File: config.mk
export PLATFORM = sky130hd
export DESIGN_NAME = config_packet_crc_fixer_unit
export DESIGN_NICKNAME = d
export VERILOG_FILES = /design/src/rtl/core/cpcf_pkg.sv /design/src/rtl/core/cpcf_front.sv /design/src/rtl/core/cpcf_queue.sv /design/src/rtl/core/cpcf_back.sv /design/src/rtl/core/config_packet_crc_fixer_unit.sv
export VERILOG_INCLUDE_DIRS = /design/src /design/src/rtl/core
export SDC_FILE = /design/constraint.sdc
export NUM_CORES = 1
export LEC_CHECK = 0
export BUFFER_PORTS_ARGS = -buffer_cell sky130_fd_sc_hd__buf_2
export CORE_MARGIN = 2
export CORE_UTILIZATION = 35
export CTS_BUF_LIST = sky130_fd_sc_hd__clkbuf_4
export DETAILED_ROUTE_END_ITERATION = 12
export GPL_ROUTABILITY_DRIVEN = 0
export PLACE_DENSITY = 0.53
export SYNTH_ARGS = -nofsm -noshare
export SYNTH_HDL_FRONTEND = slang
export SYNTH_SLANG_ARGS = --single-unit
File: constraint.sdc
create_clock -name clk -period 10.5 [get_ports clk]
set_clock_uncertainty 0.1 [all_clocks]
set_input_delay 2.1 -clock clk [delete_from_list [all_inputs] [get_ports clk]]
set_output_delay 2.1 -clock clk [all_outputs]
set_load 0.01 [all_outputs]
File: src/rtl/core/config_packet_crc_fixer_unit_macros.svh
// Assertion macros for the configuration packet CRC fixer.
// Included by the top level; no other dependencies.
`ifndef CONFIG_PACKET_CRC_FIXER_UNIT_MACROS_SVH
`define CONFIG_PACKET_CRC_FIXER_UNIT_MACROS_SVH

// Antecedent in a cycle implies consequent in the same cycle
`define CPCF_ASSERT_IMP(lbl, clk, rstn, ante, cons) \
  lbl: assert property (@(posedge clk) disable iff (!rstn) (ante) |-> (cons)) \
    else $error("assertion failed: same-cycle implication");

// Antecedent in a cycle implies consequent in the next cycle
`define CPCF_ASSERT_NXT(lbl, clk, rstn, ante, cons) \
  lbl: assert property (@(posedge clk) disable iff (!rstn) (ante) |=> (cons)) \
    else $error("assertion failed: next-cycle implication");

`endif

File: src/rtl/core/cpcf_pkg.sv
// Shared types, codes and CRC32C network for the configuration packet CRC fixer.
// No dependencies.
`timescale 1ns / 1ps

package cpcf_pkg;

  // Stream constants
  localparam logic [31:0] SYNC_WORD   = 32'haa995566;
  localparam logic [31:0] WIDTH_WORD1 = 32'h000000bb;
  localparam logic [31:0] WIDTH_WORD2 = 32'h11220044;
  localparam logic [31:0] PAD_WORD    = 32'hffffffff;
  localparam logic [31:0] RCRC_CMD    = 32'h00000007;
  localparam logic [31:0] CRC_POLY    = 32'h82f63b78;

  // Packet types and opcodes
  localparam logic [2:0] PT_TYPE1 = 3'd1;
  localparam logic [2:0] PT_TYPE2 = 3'd2;
  localparam logic [1:0] OP_NOP   = 2'd0;
  localparam logic [1:0] OP_READ  = 2'd1;
  localparam logic [1:0] OP_WRITE = 2'd2;
  localparam logic [1:0] OP_RSVD  = 2'd3;

  // Register addresses with special handling
  localparam logic [4:0] REG_CRC    = 5'h00;
  localparam logic [4:0] REG_CMD    = 5'h04;
  localparam logic [4:0] REG_IDCODE = 5'h0c;

  // Result word kinds
  localparam logic [1:0] KIND_PRE  = 2'd0;
  localparam logic [1:0] KIND_SYNC = 2'd1;
  localparam logic [1:0] KIND_HDR  = 2'd2;
  localparam logic [1:0] KIND_DATA = 2'd3;

  // Status codes
  localparam logic [2:0] ST_OK        = 3'd0;
  localparam logic [2:0] ST_BAD_PRE   = 3'd1;
  localparam logic [2:0] ST_BAD_WIDTH = 3'd2;
  localparam logic [2:0] ST_BAD_TYPE  = 3'd3;
  localparam logic [2:0] ST_T1_COUNT  = 3'd4;
  localparam logic [2:0] ST_NOP_COUNT = 3'd5;
  localparam logic [2:0] ST_BAD_OP    = 3'd6;

  // Configuration register indexes
  localparam logic CFG_IDX_ENABLE = 1'b0;
  localparam logic CFG_IDX_IDCODE = 1'b1;

  // Queue between front and back
  localparam int QDEPTH = 2;
  localparam int QPTR_W = $clog2(QDEPTH);
  localparam int QCNT_W = $clog2(QDEPTH + 1);

  // Output payload layout
  localparam int OUT_TDATA_W = 72;

  // Parser phase, one-hot
  typedef enum logic [3:0] {
    PH_HUNT   = 4'b0001,
    PH_WIDTH  = 4'b0010,
    PH_SYNCED = 4'b0100,
    PH_ERROR  = 4'b1000
  } phase_t;

  // Pre-decoded input word
  typedef struct packed {
    logic [31:0] word;
    logic        is_sync;
    logic        is_pad;
    logic        is_w1;
    logic        is_w2;
    logic        is_rcrc;
    logic [2:0]  ptype;
    logic [1:0]  hdr_op;
    logic [4:0]  hdr_reg;
    logic        cnt_nz;
    logic        cnt_gt1;
  } item_t;

  // Queue status toward the top level
  typedef struct packed {
    logic              full;
    logic              valid;
    logic [QCNT_W-1:0] count;
  } q_stat_t;

  // Back-end status toward the top level
  typedef struct packed {
    logic pop;
    logic stopped;
  } back_stat_t;

  typedef logic [31:0][31:0] crc_mask32_t;
  typedef logic [31:0][4:0]  crc_mask5_t;

  // Bit-serial CRC32C over 32 data bits then 5 address bits (elaboration only)
  function automatic logic [31:0] crc_raw(logic [31:0] c, logic [31:0] d, logic [4:0] r);
    logic [36:0] v;
    logic        fb;
    v = {r, d};
    for (int i = 0; i < 37; i++) begin
      fb = c[0] ^ v[i];
      c  = c >> 1;
      if (fb) begin
        c = c ^ CRC_POLY;
      end
    end
    return c;
  endfunction

  // Column masks of the linear update: crc part
  function automatic crc_mask32_t build_cmask();
    crc_mask32_t m;
    logic [31:0] col;
    for (int j = 0; j < 32; j++) begin
      col = crc_raw(32'(1) << j, 32'd0, 5'd0);
      for (int i = 0; i < 32; i++) begin
        m[i][j] = col[i];
      end
    end
    return m;
  endfunction

  // Column masks: data part
  function automatic crc_mask32_t build_dmask();
    crc_mask32_t m;
    logic [31:0] col;
    for (int j = 0; j < 32; j++) begin
      col = crc_raw(32'd0, 32'(1) << j, 5'd0);
      for (int i = 0; i < 32; i++) begin
        m[i][j] = col[i];
      end
    end
    return m;
  endfunction

  // Column masks: register address part
  function automatic crc_mask5_t build_rmask();
    crc_mask5_t  m;
    logic [31:0] col;
    for (int j = 0; j < 5; j++) begin
      col = crc_raw(32'd0, 32'd0, 5'(1) << j);
      for (int i = 0; i < 32; i++) begin
        m[i][j] = col[i];
      end
    end
    return m;
  endfunction

  localparam crc_mask32_t CRC_CMASK = build_cmask();
  localparam crc_mask32_t CRC_DMASK = build_dmask();
  localparam crc_mask5_t  CRC_RMASK = build_rmask();

  // One 37-bit CRC32C update as a flat XOR network, one parity per output bit
  function automatic logic [31:0] crc_step(logic [31:0] c, logic [31:0] d, logic [4:0] r);
    logic [31:0] n;
    for (int i = 0; i < 32; i++) begin
      n[i] = (^(c & CRC_CMASK[i])) ^ (^(d & CRC_DMASK[i])) ^ (^(r & CRC_RMASK[i]));
    end
    return n;
  endfunction

  // Registers left out of the CRC
  function automatic logic reg_skipped(logic [4:0] r);
    logic s;
    case (r)
      5'h00, 5'h0f, 5'h12, 5'h14, 5'h15, 5'h16: s = 1'b1;
      default: s = 1'b0;
    endcase
    return s;
  endfunction

endpackage

File: src/rtl/core/cpcf_front.sv
// Front end: accepts stream words and pre-decodes them for the back end.
// Depends on cpcf_pkg.
`timescale 1ns / 1ps

module cpcf_front import cpcf_pkg::*; (
  input  logic        in_tvalid,
  output logic        in_tready,
  input  logic [31:0] in_tdata,   // [31:0] in_word
  input  logic        q_full,
  output logic        push,
  output item_t       push_item
);

  // Accept whenever the queue has room
  assign in_tready = !q_full;
  assign push      = in_tvalid && !q_full;

  // Compare against the fixed stream words and split header fields
  always_comb begin
    push_item.word    = in_tdata;
    push_item.is_sync = (in_tdata == SYNC_WORD);
    push_item.is_pad  = (in_tdata == PAD_WORD);
    push_item.is_w1   = (in_tdata == WIDTH_WORD1);
    push_item.is_w2   = (in_tdata == WIDTH_WORD2);
    push_item.is_rcrc = (in_tdata == RCRC_CMD);
    push_item.ptype   = in_tdata[31:29];
    push_item.hdr_op  = in_tdata[28:27];
    push_item.hdr_reg = in_tdata[17:13];
    push_item.cnt_nz  = (in_tdata[10:0] != 11'd0);
    push_item.cnt_gt1 = (in_tdata[10:1] != 10'd0);
  end

endmodule

File: src/rtl/core/cpcf_queue.sv
// Two-entry queue of pre-decoded words between front and back ends.
// Depends on cpcf_pkg.
`timescale 1ns / 1ps

module cpcf_queue import cpcf_pkg::*; (
  input  logic    clk,
  input  logic    rst_n,
  input  logic    push,
  input  item_t   push_item,
  input  logic    pop,
  output item_t   head,
  output q_stat_t stat
);

  item_t             mem_r [QDEPTH];
  logic [QPTR_W-1:0] wr_ptr_r, wr_ptr_nxt;
  logic [QPTR_W-1:0] rd_ptr_r, rd_ptr_nxt;
  logic [QCNT_W-1:0] count_r, count_nxt;

  // Pointer and fill count update
  always_comb begin
    wr_ptr_nxt = wr_ptr_r;
    rd_ptr_nxt = rd_ptr_r;
    count_nxt  = count_r;
    if (push) begin
      wr_ptr_nxt = (wr_ptr_r == QPTR_W'(QDEPTH - 1)) ? '0 : wr_ptr_r + QPTR_W'(1);
    end
    if (pop) begin
      rd_ptr_nxt = (rd_ptr_r == QPTR_W'(QDEPTH - 1)) ? '0 : rd_ptr_r + QPTR_W'(1);
    end
    if (push && !pop) begin
      count_nxt = count_r + QCNT_W'(1);
    end else if (pop && !push) begin
      count_nxt = count_r - QCNT_W'(1);
    end
  end

  always_ff @(posedge clk) begin
    if (!rst_n) begin
      wr_ptr_r <= '0;
      rd_ptr_r <= '0;
      count_r  <= '0;
    end else begin
      wr_ptr_r <= wr_ptr_nxt;
      rd_ptr_r <= rd_ptr_nxt;
      count_r  <= count_nxt;
    end
  end

  // Entry storage, no reset needed
  always_ff @(posedge clk) begin
    if (push) begin
      mem_r[wr_ptr_r] <= push_item;
    end
  end

  assign head       = mem_r[rd_ptr_r];
  assign stat.full  = (count_r == QCNT_W'(QDEPTH));
  assign stat.valid = (count_r != '0);
  assign stat.count = count_r;

endmodule

File: src/rtl/core/cpcf_back.sv
// Back end: sync hunt, packet tracking, CRC32C update and word repair,
// with the output register. Depends on cpcf_pkg.
`timescale 1ns / 1ps

module cpcf_back import cpcf_pkg::*; (
  input  logic                   clk,
  input  logic                   rst_n,
  input  logic                   q_valid,
  input  item_t                  head,
  input  logic                   idc_en,
  input  logic [31:0]            idc_val,
  output back_stat_t             stat,
  output logic                   out_tvalid,
  input  logic                   out_tready,
  // [31:0] out_word, [34:32] status, [35] crc_replaced, [36] idcode_replaced,
  // [68:37] running_crc, [71:69] zero
  output logic [OUT_TDATA_W-1:0] out_tdata,
  output logic [1:0]             out_tuser  // [1:0] word_kind
);

  phase_t      phase_r, phase_nxt;
  logic [26:0] left_r, left_nxt;
  logic [4:0]  treg_r, treg_nxt;
  logic [1:0]  op_r, op_nxt;
  logic [31:0] crc_r, crc_nxt;
  logic        clr_r, clr_nxt;
  logic [2:0]  err_r, err_nxt;

  logic        ovld_r, ovld_nxt;
  logic [31:0] oword_r, oword_nxt;
  logic [1:0]  okind_r, okind_nxt;
  logic [2:0]  ostat_r, ostat_nxt;
  logic        ocrep_r, ocrep_nxt;
  logic        oidrep_r, oidrep_nxt;

  logic        pop;
  logic        clr_now;

  // Take the next word when the output register is free or draining
  assign pop = q_valid && (!ovld_r || out_tready);

  // Parser and CRC next state for the word at the queue head
  always_comb begin
    phase_nxt  = phase_r;
    left_nxt   = left_r;
    treg_nxt   = treg_r;
    op_nxt     = op_r;
    crc_nxt    = crc_r;
    clr_nxt    = clr_r;
    err_nxt    = err_r;
    oword_nxt  = head.word;
    okind_nxt  = KIND_PRE;
    ostat_nxt  = ST_OK;
    ocrep_nxt  = 1'b0;
    oidrep_nxt = 1'b0;
    clr_now    = clr_r;

    case (phase_r)
      PH_HUNT: begin
        if (head.is_sync) begin
          phase_nxt = PH_SYNCED;
          crc_nxt   = '0;
          clr_nxt   = 1'b0;
          left_nxt  = '0;
          okind_nxt = KIND_SYNC;
        end else if (head.is_w1) begin
          phase_nxt = PH_WIDTH;
        end else if (!head.is_pad) begin
          phase_nxt = PH_ERROR;
          err_nxt   = ST_BAD_PRE;
          ostat_nxt = ST_BAD_PRE;
        end
      end
      PH_WIDTH: begin
        if (head.is_w2) begin
          phase_nxt = PH_HUNT;
        end else begin
          phase_nxt = PH_ERROR;
          err_nxt   = ST_BAD_WIDTH;
          ostat_nxt = ST_BAD_WIDTH;
        end
      end
      PH_SYNCED: begin
        if (left_r == '0) begin
          // header word
          okind_nxt = KIND_HDR;
          if (head.ptype == PT_TYPE1) begin
            op_nxt   = head.hdr_op;
            treg_nxt = head.hdr_reg;
            if (head.cnt_gt1) begin
              phase_nxt = PH_ERROR;
              err_nxt   = ST_T1_COUNT;
              ostat_nxt = ST_T1_COUNT;
            end else if (head.hdr_op == OP_NOP && head.cnt_nz) begin
              phase_nxt = PH_ERROR;
              err_nxt   = ST_NOP_COUNT;
              ostat_nxt = ST_NOP_COUNT;
            end else if (head.hdr_op == OP_RSVD) begin
              phase_nxt = PH_ERROR;
              err_nxt   = ST_BAD_OP;
              ostat_nxt = ST_BAD_OP;
            end else begin
              left_nxt = {26'd0, head.cnt_nz};
            end
          end else if (head.ptype == PT_TYPE2) begin
            left_nxt = head.word[26:0];
          end else begin
            phase_nxt = PH_ERROR;
            err_nxt   = ST_BAD_TYPE;
            ostat_nxt = ST_BAD_TYPE;
          end
        end else begin
          // data word: register actions for writes
          okind_nxt = KIND_DATA;
          if (op_r == OP_WRITE) begin
            if (treg_r == REG_CRC) begin
              if (head.word != crc_r) begin
                oword_nxt = crc_r;
                ocrep_nxt = 1'b1;
              end
              clr_now = 1'b1;
            end else if (treg_r == REG_CMD) begin
              if (head.is_rcrc) begin
                clr_now = 1'b1;
              end
            end else if (treg_r == REG_IDCODE) begin
              if (idc_en) begin
                oword_nxt  = idc_val;
                oidrep_nxt = 1'b1;
              end
            end
          end
          // CRC update on the forwarded word
          if (clr_now) begin
            crc_nxt = '0;
            clr_nxt = 1'b0;
          end else if (!reg_skipped(treg_r)) begin
            crc_nxt = crc_step(crc_r, oword_nxt, treg_r);
          end
          left_nxt = left_r - 27'd1;
        end
      end
      PH_ERROR: begin
        ostat_nxt = err_r;
      end
      default: begin
        phase_nxt = PH_ERROR;
      end
    endcase
  end

  // Output register valid
  assign ovld_nxt = pop || (ovld_r && !out_tready);

  // Control and parser state
  always_ff @(posedge clk) begin
    if (!rst_n) begin
      phase_r <= PH_HUNT;
      left_r  <= '0;
      treg_r  <= '0;
      op_r    <= '0;
      crc_r   <= '0;
      clr_r   <= 1'b0;
      err_r   <= ST_OK;
      ovld_r  <= 1'b0;
    end else begin
      ovld_r <= ovld_nxt;
      if (pop) begin
        phase_r <= phase_nxt;
        left_r  <= left_nxt;
        treg_r  <= treg_nxt;
        op_r    <= op_nxt;
        crc_r   <= crc_nxt;
        clr_r   <= clr_nxt;
        err_r   <= err_nxt;
      end
    end
  end

  // Result payload register
  always_ff @(posedge clk) begin
    if (pop) begin
      oword_r  <= oword_nxt;
      okind_r  <= okind_nxt;
      ostat_r  <= ostat_nxt;
      ocrep_r  <= ocrep_nxt;
      oidrep_r <= oidrep_nxt;
    end
  end

  // running_crc is the live CRC register: it changes only on pop
  assign out_tvalid   = ovld_r;
  assign out_tdata    = {3'd0, crc_r, oidrep_r, ocrep_r, ostat_r, oword_r};
  assign out_tuser    = okind_r;
  assign stat.pop     = pop;
  assign stat.stopped = (phase_r == PH_ERROR);

endmodule

File: src/rtl/core/config_packet_crc_fixer_unit.sv
// Configuration packet CRC fixer: an accepted input word is written into the queue,
// then loads the output register once that register is free or draining. Throughput
// one word per clock unless out_tready stalls; the 37-bit CRC32C network is combinational.
// Synchronous active-low reset clears parser phase, CRC, packet state, queue, output
// valid and both configuration registers. Depends on cpcf_pkg and the macros header.
`timescale 1ns / 1ps
`include "config_packet_crc_fixer_unit_macros.svh"

module config_packet_crc_fixer_unit import cpcf_pkg::*; (
  input  logic                   clk,
  input  logic                   rst_n,
  // input stream
  input  logic                   in_tvalid,
  output logic                   in_tready,
  input  logic [31:0]            in_tdata,    // [31:0] in_word
  // result stream
  output logic                   out_tvalid,
  input  logic                   out_tready,
  // [31:0] out_word, [34:32] status, [35] crc_replaced, [36] idcode_replaced,
  // [68:37] running_crc, [71:69] zero
  output logic [OUT_TDATA_W-1:0] out_tdata,
  output logic [1:0]             out_tuser,   // [1:0] word_kind
  // configuration port
  input  logic                   cfg_psel,
  input  logic                   cfg_penable,
  input  logic                   cfg_pwrite,
  input  logic [2:0]             cfg_paddr,
  input  logic [31:0]            cfg_pwdata,
  output logic [31:0]            cfg_prdata,
  output logic                   cfg_pready
);

  logic        idc_en_r;
  logic [31:0] idc_val_r;
  logic        cfg_wr;
  logic        push;
  item_t       push_item;
  item_t       head;
  q_stat_t     q_stat;
  back_stat_t  b_stat;

  // Configuration registers
  assign cfg_pready = 1'b1;
  assign cfg_wr     = cfg_psel && cfg_penable && cfg_pwrite && cfg_pready;

  always_ff @(posedge clk) begin
    if (!rst_n) begin
      idc_en_r  <= 1'b0;
      idc_val_r <= '0;
    end else if (cfg_wr) begin
      case (cfg_paddr[2])
        CFG_IDX_ENABLE: idc_en_r  <= cfg_pwdata[0];
        CFG_IDX_IDCODE: idc_val_r <= cfg_pwdata;
        default: ;
      endcase
    end
  end

  // Register readback
  always_comb begin
    case (cfg_paddr[2])
      CFG_IDX_ENABLE: cfg_prdata = {31'd0, idc_en_r};
      CFG_IDX_IDCODE: cfg_prdata = idc_val_r;
      default:        cfg_prdata = '0;
    endcase
  end

  cpcf_front u_front (
    .in_tvalid (in_tvalid),
    .in_tready (in_tready),
    .in_tdata  (in_tdata),
    .q_full    (q_stat.full),
    .push      (push),
    .push_item (push_item)
  );

  cpcf_queue u_queue (
    .clk       (clk),
    .rst_n     (rst_n),
    .push      (push),
    .push_item (push_item),
    .pop       (b_stat.pop),
    .head      (head),
    .stat      (q_stat)
  );

  cpcf_back u_back (
    .clk        (clk),
    .rst_n      (rst_n),
    .q_valid    (q_stat.valid),
    .head       (head),
    .idc_en     (idc_en_r),
    .idc_val    (idc_val_r),
    .stat       (b_stat),
    .out_tvalid (out_tvalid),
    .out_tready (out_tready),
    .out_tdata  (out_tdata),
    .out_tuser  (out_tuser)
  );

  // Queue never overfills and the back end only pops a present entry
  `CPCF_ASSERT_IMP(a_q_bound, clk, rst_n, 1'b1, q_stat.count <= QCNT_W'(QDEPTH))
  `CPCF_ASSERT_IMP(a_pop_valid, clk, rst_n, b_stat.pop, q_stat.valid)
  // An accepted word is held in the queue on the next cycle
  `CPCF_ASSERT_NXT(a_push_held, clk, rst_n, in_tvalid && in_tready, q_stat.valid)
  // A stream error stops the parser until reset
  `CPCF_ASSERT_NXT(a_err_sticky, clk, rst_n, b_stat.stopped, b_stat.stopped)

endmodule
## Yosys cells after proc, flatten, opt, wreduce, memory -nomap -nowiden

Memories as Yosys holds them, arrays and structs flattened. A register that Yosys moved wholly into a read port is not among the register bits.
Index checks and enable logic that the tools add are counted.

- Logic and storage cells: 335
- Output and inout bits: 109
- Input bits: 74
- RAM bits: 98
- Memory bits (read-only): 0
- Bits in latches: 0
- Memories: 1
- Register bits: 151

- Divide/modulo/power cells: 0
- $add $sub $neg: 5
- Magnitude comparators: 0
- Reductions and logical operators: 120
- Shift-type cells: 0
- Eq/ne operators: 38
- Bitwise operators: 69
- Multiplexer cells: 84
- $mul: 0

Memories:

| name | words | width | rd ports | clocked after Yosys merged registers in | wr ports | line | RTL |
|---|---|---|---|---|---|---|---|
| u_queue.mem_r | 2 | 49 | 1 | 1 | 1 | cpcf_queue.sv:15 | `item_t mem_r [QDEPTH];` |

Operators by type and width:

| operator | count |
|---|---|
| XOR reduction 32 bit | 64 |
| two-way mux 32 bit | 14 |
| two-way mux 27 bit | 7 |
| one-hot mux 32 bit (2 select lines) | 2 |
| XOR reduction 5 bit | 21 |
| == test 32 bit, second input constant | 2 |
| bitwise XOR 1 bit | 63 |
| one-hot mux 27 bit (2 select lines) | 1 |
| two-way mux 3 bit | 15 |
| two-way mux 4 bit | 10 |
| == test 32 x 29 -> 1 bit, second input constant | 1 |
| == test 32 x 3 -> 1 bit, second input constant | 1 |
| == test 32 x 8 -> 1 bit, second input constant | 1 |
| != test 32 bit | 1 |
| zero test 27 bit | 1 |
| subtractor 27 x 1 -> 27 bit, second input constant | 1 |
| two-way mux 1 bit | 26 |
| == test 5 bit, second input constant | 4 |
| != test 4 bit, second input constant | 5 |
| one-hot mux 4 bit (4 select lines) | 1 |
| != test 2 bit, second input constant | 6 |
| one-hot mux 3 bit (4 select lines) | 1 |
| OR reduction 6 bit | 2 |
| nonzero test 11 bit | 1 |
| other kinds (35) | 65 |

## Longest topological paths before layout

- Word-level depth: 14
- Gate-level depth with buffers: 17
- Depth with buffers taken out: 12

## Modules after synthesis

Synthesis repeated with hierarchy kept, for this count alone.

- Cell total of the unflattened synthesis: 1684
- Area total of the unflattened synthesis: 16990.0 um2

Modules (own cells, without submodules):

| module | cells each | area each (um2) | times used |
|---|---|---|---|
| cpcf_back | 1248 | 11094.4 | 1 |
| cpcf_queue | 174 | 3753.6 | 1 |
| config_packet_crc_fixer_unit | 181 | 1584.0 | 1 |
| cpcf_front | 81 | 558.0 | 1 |

## Worst setup path after synthesis

No wires, ideal clock.

- Kind: input to register
- From: input out_tready
- To: register u_back.crc_r[20]
- Stages: 10
- Buffers on the path: 3
- Setup slack: 5.422 ns
- Arrival: 4.903 ns
- Library setup time: 0.074 ns
- Path through: nor2b_1 -> or2_2 -> clkbuf_1 -> inv_1 -> o211ai_1 -> nor4b_1 -> nand2_1 -> clkbuf_1 -> clkbuf_1 -> o21ai_0

- Word-level cells in the longest chain between the ends: 3

RTL lines:

| element | line | RTL |
|---|---|---|
| start: declaration | config_packet_crc_fixer_unit.sv:18 | `input logic out_tready,` |
| logical OR 1 bit | cpcf_back.sv:40 | `assign pop = q_valid && (!ovld_r \|\| out_tready);` |
| logical AND 1 bit | cpcf_back.sv:40 |  |
| named net u_back.pop | cpcf_back.sv:36 | `logic pop;` |
| AND reduction 5 bit (no line) | -- |  |
| end signal: assignment | cpcf_back.sv:173 | `crc_r <= crc_nxt;` |
| end: declaration | cpcf_back.sv:25 | `logic [31:0] crc_r, crc_nxt;` |

The timed path passes the listed nets, and every way through them passes these cells.
A chain may end at the register's enable or synchronous reset.

## Final worst setup path

- From: register u_back.left_r[0]
- To: register u_back.oword_r[1], data pin

- Word-level cells in the longest chain between the ends: 3

RTL lines:

| element | line | RTL |
|---|---|---|
| start: declaration | cpcf_back.sv:22 | `logic [26:0] left_r, left_nxt;` |
| start signal: assignment | cpcf_back.sv:170 | `left_r <= left_nxt;` |
| zero test 27 bit | cpcf_back.sv:84 | `if (left_r == '0) begin` |
| two-way mux 32 bit | cpcf_back.sv:84 |  |
| two-way mux 32 bit | cpcf_back.sv:58 | `case (phase_r)` |
| named net u_back.oword_nxt[1] | cpcf_back.sv:30 | `logic [31:0] oword_r, oword_nxt;` |
| end signal: assignment | cpcf_back.sv:183 | `oword_r <= oword_nxt;` |
| end: declaration | cpcf_back.sv:30 |  |

The timed path passes the listed nets, and every way through them passes these cells.

==> reports/qor.txt <==
run status -> complete, no violations
largest driver fanout on the critical path -> 32
peak supply drop -> 0.212 mV
required time of the critical path -> 10.92 ns
number of buffers added for setup after CTS -> 0
Tot Pwr -> 0.00581 W
remaining global-route overflow -> 0
total length of routed wires -> 59.4 mm
nets@finish -> 1885
final number of hold-violating endpoints -> 0
Clock Sinks -> 229
post-detailed-route via-to-cell ratio -> 5.61
die width -> 219 µm
die footprint -> 47800 µm²
worst-case reg-to-reg path depth -> 12
Critical Path Source Type -> flip-flop
sequential element share of the synthesized area -> 35.7%
HPWL after detailed placement -> 44.4 mm
TritonCTS Buffers -> 67
power per unit of standard cell area -> 318 nW/µm²
total of max-cap violations -> 0
via count of the first global-routing pass -> 13000
placeable core region -> 45400 µm²
Area growth syn-to-layout -> 13.3%
drc violations -> 0
final design utilization -> 40.2%
number of hold-repair buffers added at the cts stage -> 0
area leader, netlist -> sky130_fd_sc_hd__edfxtp_1
number of top-level pins -> 183
Final Max Slew Viols -> 0
Worst Hold Path Cells -> 2
count of cells resized by post-cts repair -> 0
wire length per cell -> 24.2 µm
die height -> 219 µm
filler-free cell count of the finished design -> 2453
CTS root buf -> sky130_fd_sc_hd__clkbuf_4
number of rows in the core area -> 78
gr usage total -> 24.5%
clock-pin slew on the worst setup and hold paths -> 0.06 ns
number of setup violations in the final report -> 0
source-to-sink clock delay at the later pin of the worst-skew pair -> 0.82 ns
FF+latch count, synth -> 229
Worst Max-Slew Pin Slew -> 1.20 ns
Peak Freq -> 0.181 GHz
leakage dissipation -> 6.82 nW
post-place setup slack -> 4.48 ns
TritonCTS clock tree -> done
critical path capture point type -> flip-flop
detailed-routing iteration count for the pre-antenna-repair pass -> 5
Starting Density -> 35.5%
initial DRC count -> 1519
number of vias after detailed routing -> 13800
post-layout minimum cycle time -> 5.51 ns
Slew headroom -> 20.1%
proportion of layout cells with a drive suffix above 1 -> 21.4%
EDFF count, synth -> 117
antenna-violating nets left -> 0
mean cell area of the mapped netlist -> 9.79 µm²
first-pass GRT wire length -> 85.8 mm
RSZ-0062 raised after global routing -> false
arrival time reported for the critical path endpoint -> 5.94 ns
initial antenna violation count -> 2
summed negative setup slack over all endpoints -> 0 ns
buffer depth of the longest clock path -> 3
cell count after placement -> 2333
maximum number of pins on one net before global-route repair -> 85
min setup slack post-route -> 4.99 ns
number of instances in the synthesized netlist -> 1646
worst hold-check path type -> flip-flop to flip-flop
largest cells by area after synthesis -> sky130_fd_sc_hd__edfxtp_1, sky130_fd_sc_hd__xnor2_1, sky130_fd_sc_hd__dfxtp_1
warnings from Yosys -> 0
share of synthesized flip-flops with an asynchronous set or reset -> 0%
predominant post-synthesis flop cell -> sky130_fd_sc_hd__edfxtp_1
distinct cell type count after synthesis -> 94
Clock H-tree levels -> 3
final cycle utilization of the critical path -> 52.5%
number of buffer cells added on primary ports -> 176
area fraction of the dominant cell type after synthesis -> 21.8%
area of the mapped netlist -> 16100 µm²
path type of the worst setup path -> flip-flop to flip-flop
==> placed cells by master, fill, tap and decap left out, drive strengths merged, types with 5 or more instances in the layout <==
master	n
nand3	13
nor4	27
xor2	79
nor2	72
and2	39
or3	15
nand2b	8
o22ai	56
o21a	7
o211a	13
a21oi	60
nor2b	20
a31oi	15
a21boi	43
dfxtp	112
inv	20
a211oi	5
nand2	161
nand4	13
edfxtp	117
nor3	29
o32ai	6
a2bb2oi	6
clkinv	20
clkbuf	93
xnor2	297
a221o	7
mux2i	42
a32oi	7
mux2	26
o21ai	83
ha	9
a22oi	16
xnor3	23
and3	5
o211ai	9
buf	198
o221ai	9
a32o	7
==> layout make-up <==
class	count	area, µm²
Fill cell	4556	27100
Multi-Input combinational cell	1287	9770
Sequential cell	229	5760
Timing Repair Buffer	198	1050
Tap cell	600	751
Clock buffer	93	698
Clock inverter	23	150
Inverter	19	71.3
Antenna cell	4	10.0
==> logic make-up (layout without fill, tap and decap cells) <==
group                      after synthesis  in the layout  share of synthesized area [%]
buffers and inverters                  132            333                           3.84
xor gates and xnor gates               403            403                           24.9
AOI/OAI and AO/OA                      376            376                           16.6
other                                    2              8                         0.0466
and+or+nand+nor                        427            427                           13.2
DFF                                    229            229                           35.7
adders and majority gates                9              9                          0.699
muxes                                   68             68                           5.02
==> worst max-delay path: stages (launching register included) <==
cell and delay [ns]:
sky130_fd_sc_hd__dfxtp_1 0.36, sky130_fd_sc_hd__inv_1 0.08, sky130_fd_sc_hd__ha_1 0.18, sky130_fd_sc_hd__nor3b_1 0.52
sky130_fd_sc_hd__nand2_1 0.33, sky130_fd_sc_hd__nor4_4 0.34, sky130_fd_sc_hd__nand4_1 0.49, sky130_fd_sc_hd__nand2_1 1.03
sky130_fd_sc_hd__nor2_2 0.07, sky130_fd_sc_hd__buf_4 0.29, sky130_fd_sc_hd__nand2_1 0.82, sky130_fd_sc_hd__o22ai_1 0.16
sky130_fd_sc_hd__a21oi_1 0.42
==> power by group <==
part | switching (W) | internal [W]
combinational | 0.00199 | 0.00173
clock | 0.000411 | 0.000460
sequential | 0.000103 | 0.00112
total | 0.00250 | 0.00331
==> worst paths after layout <==
path | startpoint | to | slack (ns)
min reg2reg | u_back.err_r[2] | u_back.err_r[2] | 0.37
max reg2reg | u_back.left_r[0] | u_back.oword_r[1] | 4.99
min | u_back.err_r[2] | u_back.err_r[2] | 0.37
max | u_back.left_r[0] | u_back.oword_r[1] | 4.99
==> stage by stage <==
step,hold WS [ns],cell area (µm²)
finish,0.373,18300
global route,0.416,18300
detailed placement,0.369,17400
floorplan,0.340,16100
CTS,0.377,18200
global placement,0.356,17400
==> synth_stat cells (18+ instances only) <==
| library cell | n |
|---|---|
| sky130_fd_sc_hd__xnor3_1 | 23 |
| sky130_fd_sc_hd__nor3_1 | 29 |
| sky130_fd_sc_hd__o22ai_1 | 55 |
| sky130_fd_sc_hd__buf_2 | 21 |
| sky130_fd_sc_hd__mux2_2 | 25 |
| sky130_fd_sc_hd__nor2_1 | 69 |
| sky130_fd_sc_hd__a21boi_0 | 43 |
| sky130_fd_sc_hd__nor4_1 | 24 |
| sky130_fd_sc_hd__edfxtp_1 | 117 |
| sky130_fd_sc_hd__nor2b_1 | 20 |
| sky130_fd_sc_hd__o21ai_0 | 61 |
| sky130_fd_sc_hd__xor2_1 | 76 |
| sky130_fd_sc_hd__mux2i_1 | 29 |
| sky130_fd_sc_hd__nand2_1 | 160 |
| sky130_fd_sc_hd__o21ai_1 | 20 |
| sky130_fd_sc_hd__and2_1 | 39 |
| sky130_fd_sc_hd__inv_1 | 18 |
| sky130_fd_sc_hd__xnor2_1 | 286 |
| sky130_fd_sc_hd__a21oi_1 | 57 |
| sky130_fd_sc_hd__dfxtp_1 | 112 |
| sky130_fd_sc_hd__clkbuf_1 | 72 |
==> metal layers <==
layer,wire (µm),vias to the layer above,share of wire [%],GRT usage [%]
met5,0,-,0,0
met2,27800,672,47,39.8
met1,24500,6720,41,31.4
met3,4990,138,8.4,5.72
met4,2170,0,3.7,9.80
li1,-,6230,-,-
==> flip-flops by register name, indices dropped and copies added (netlist names), named ones only <==
register / count
u_queue.mem_r: 78
idc_val_r: 32
u_back.crc_r: 32
u_back.oword_r: 32
u_back.left_r: 27
u_back.treg_r: 5
u_back.phase_r: 4
u_back.err_r: 3
u_back.ostat_r: 3
u_back.op_r: 2
u_back.out_tuser: 2
u_queue.count_r: 2
idc_en_r: 1
u_back.ocrep_r: 1
u_back.oidrep_r: 1
u_back.out_tvalid: 1
u_queue.rd_ptr_r: 1
u_queue.wr_ptr_r: 1
No activity file was read; power rests on OpenSTA's default activity.
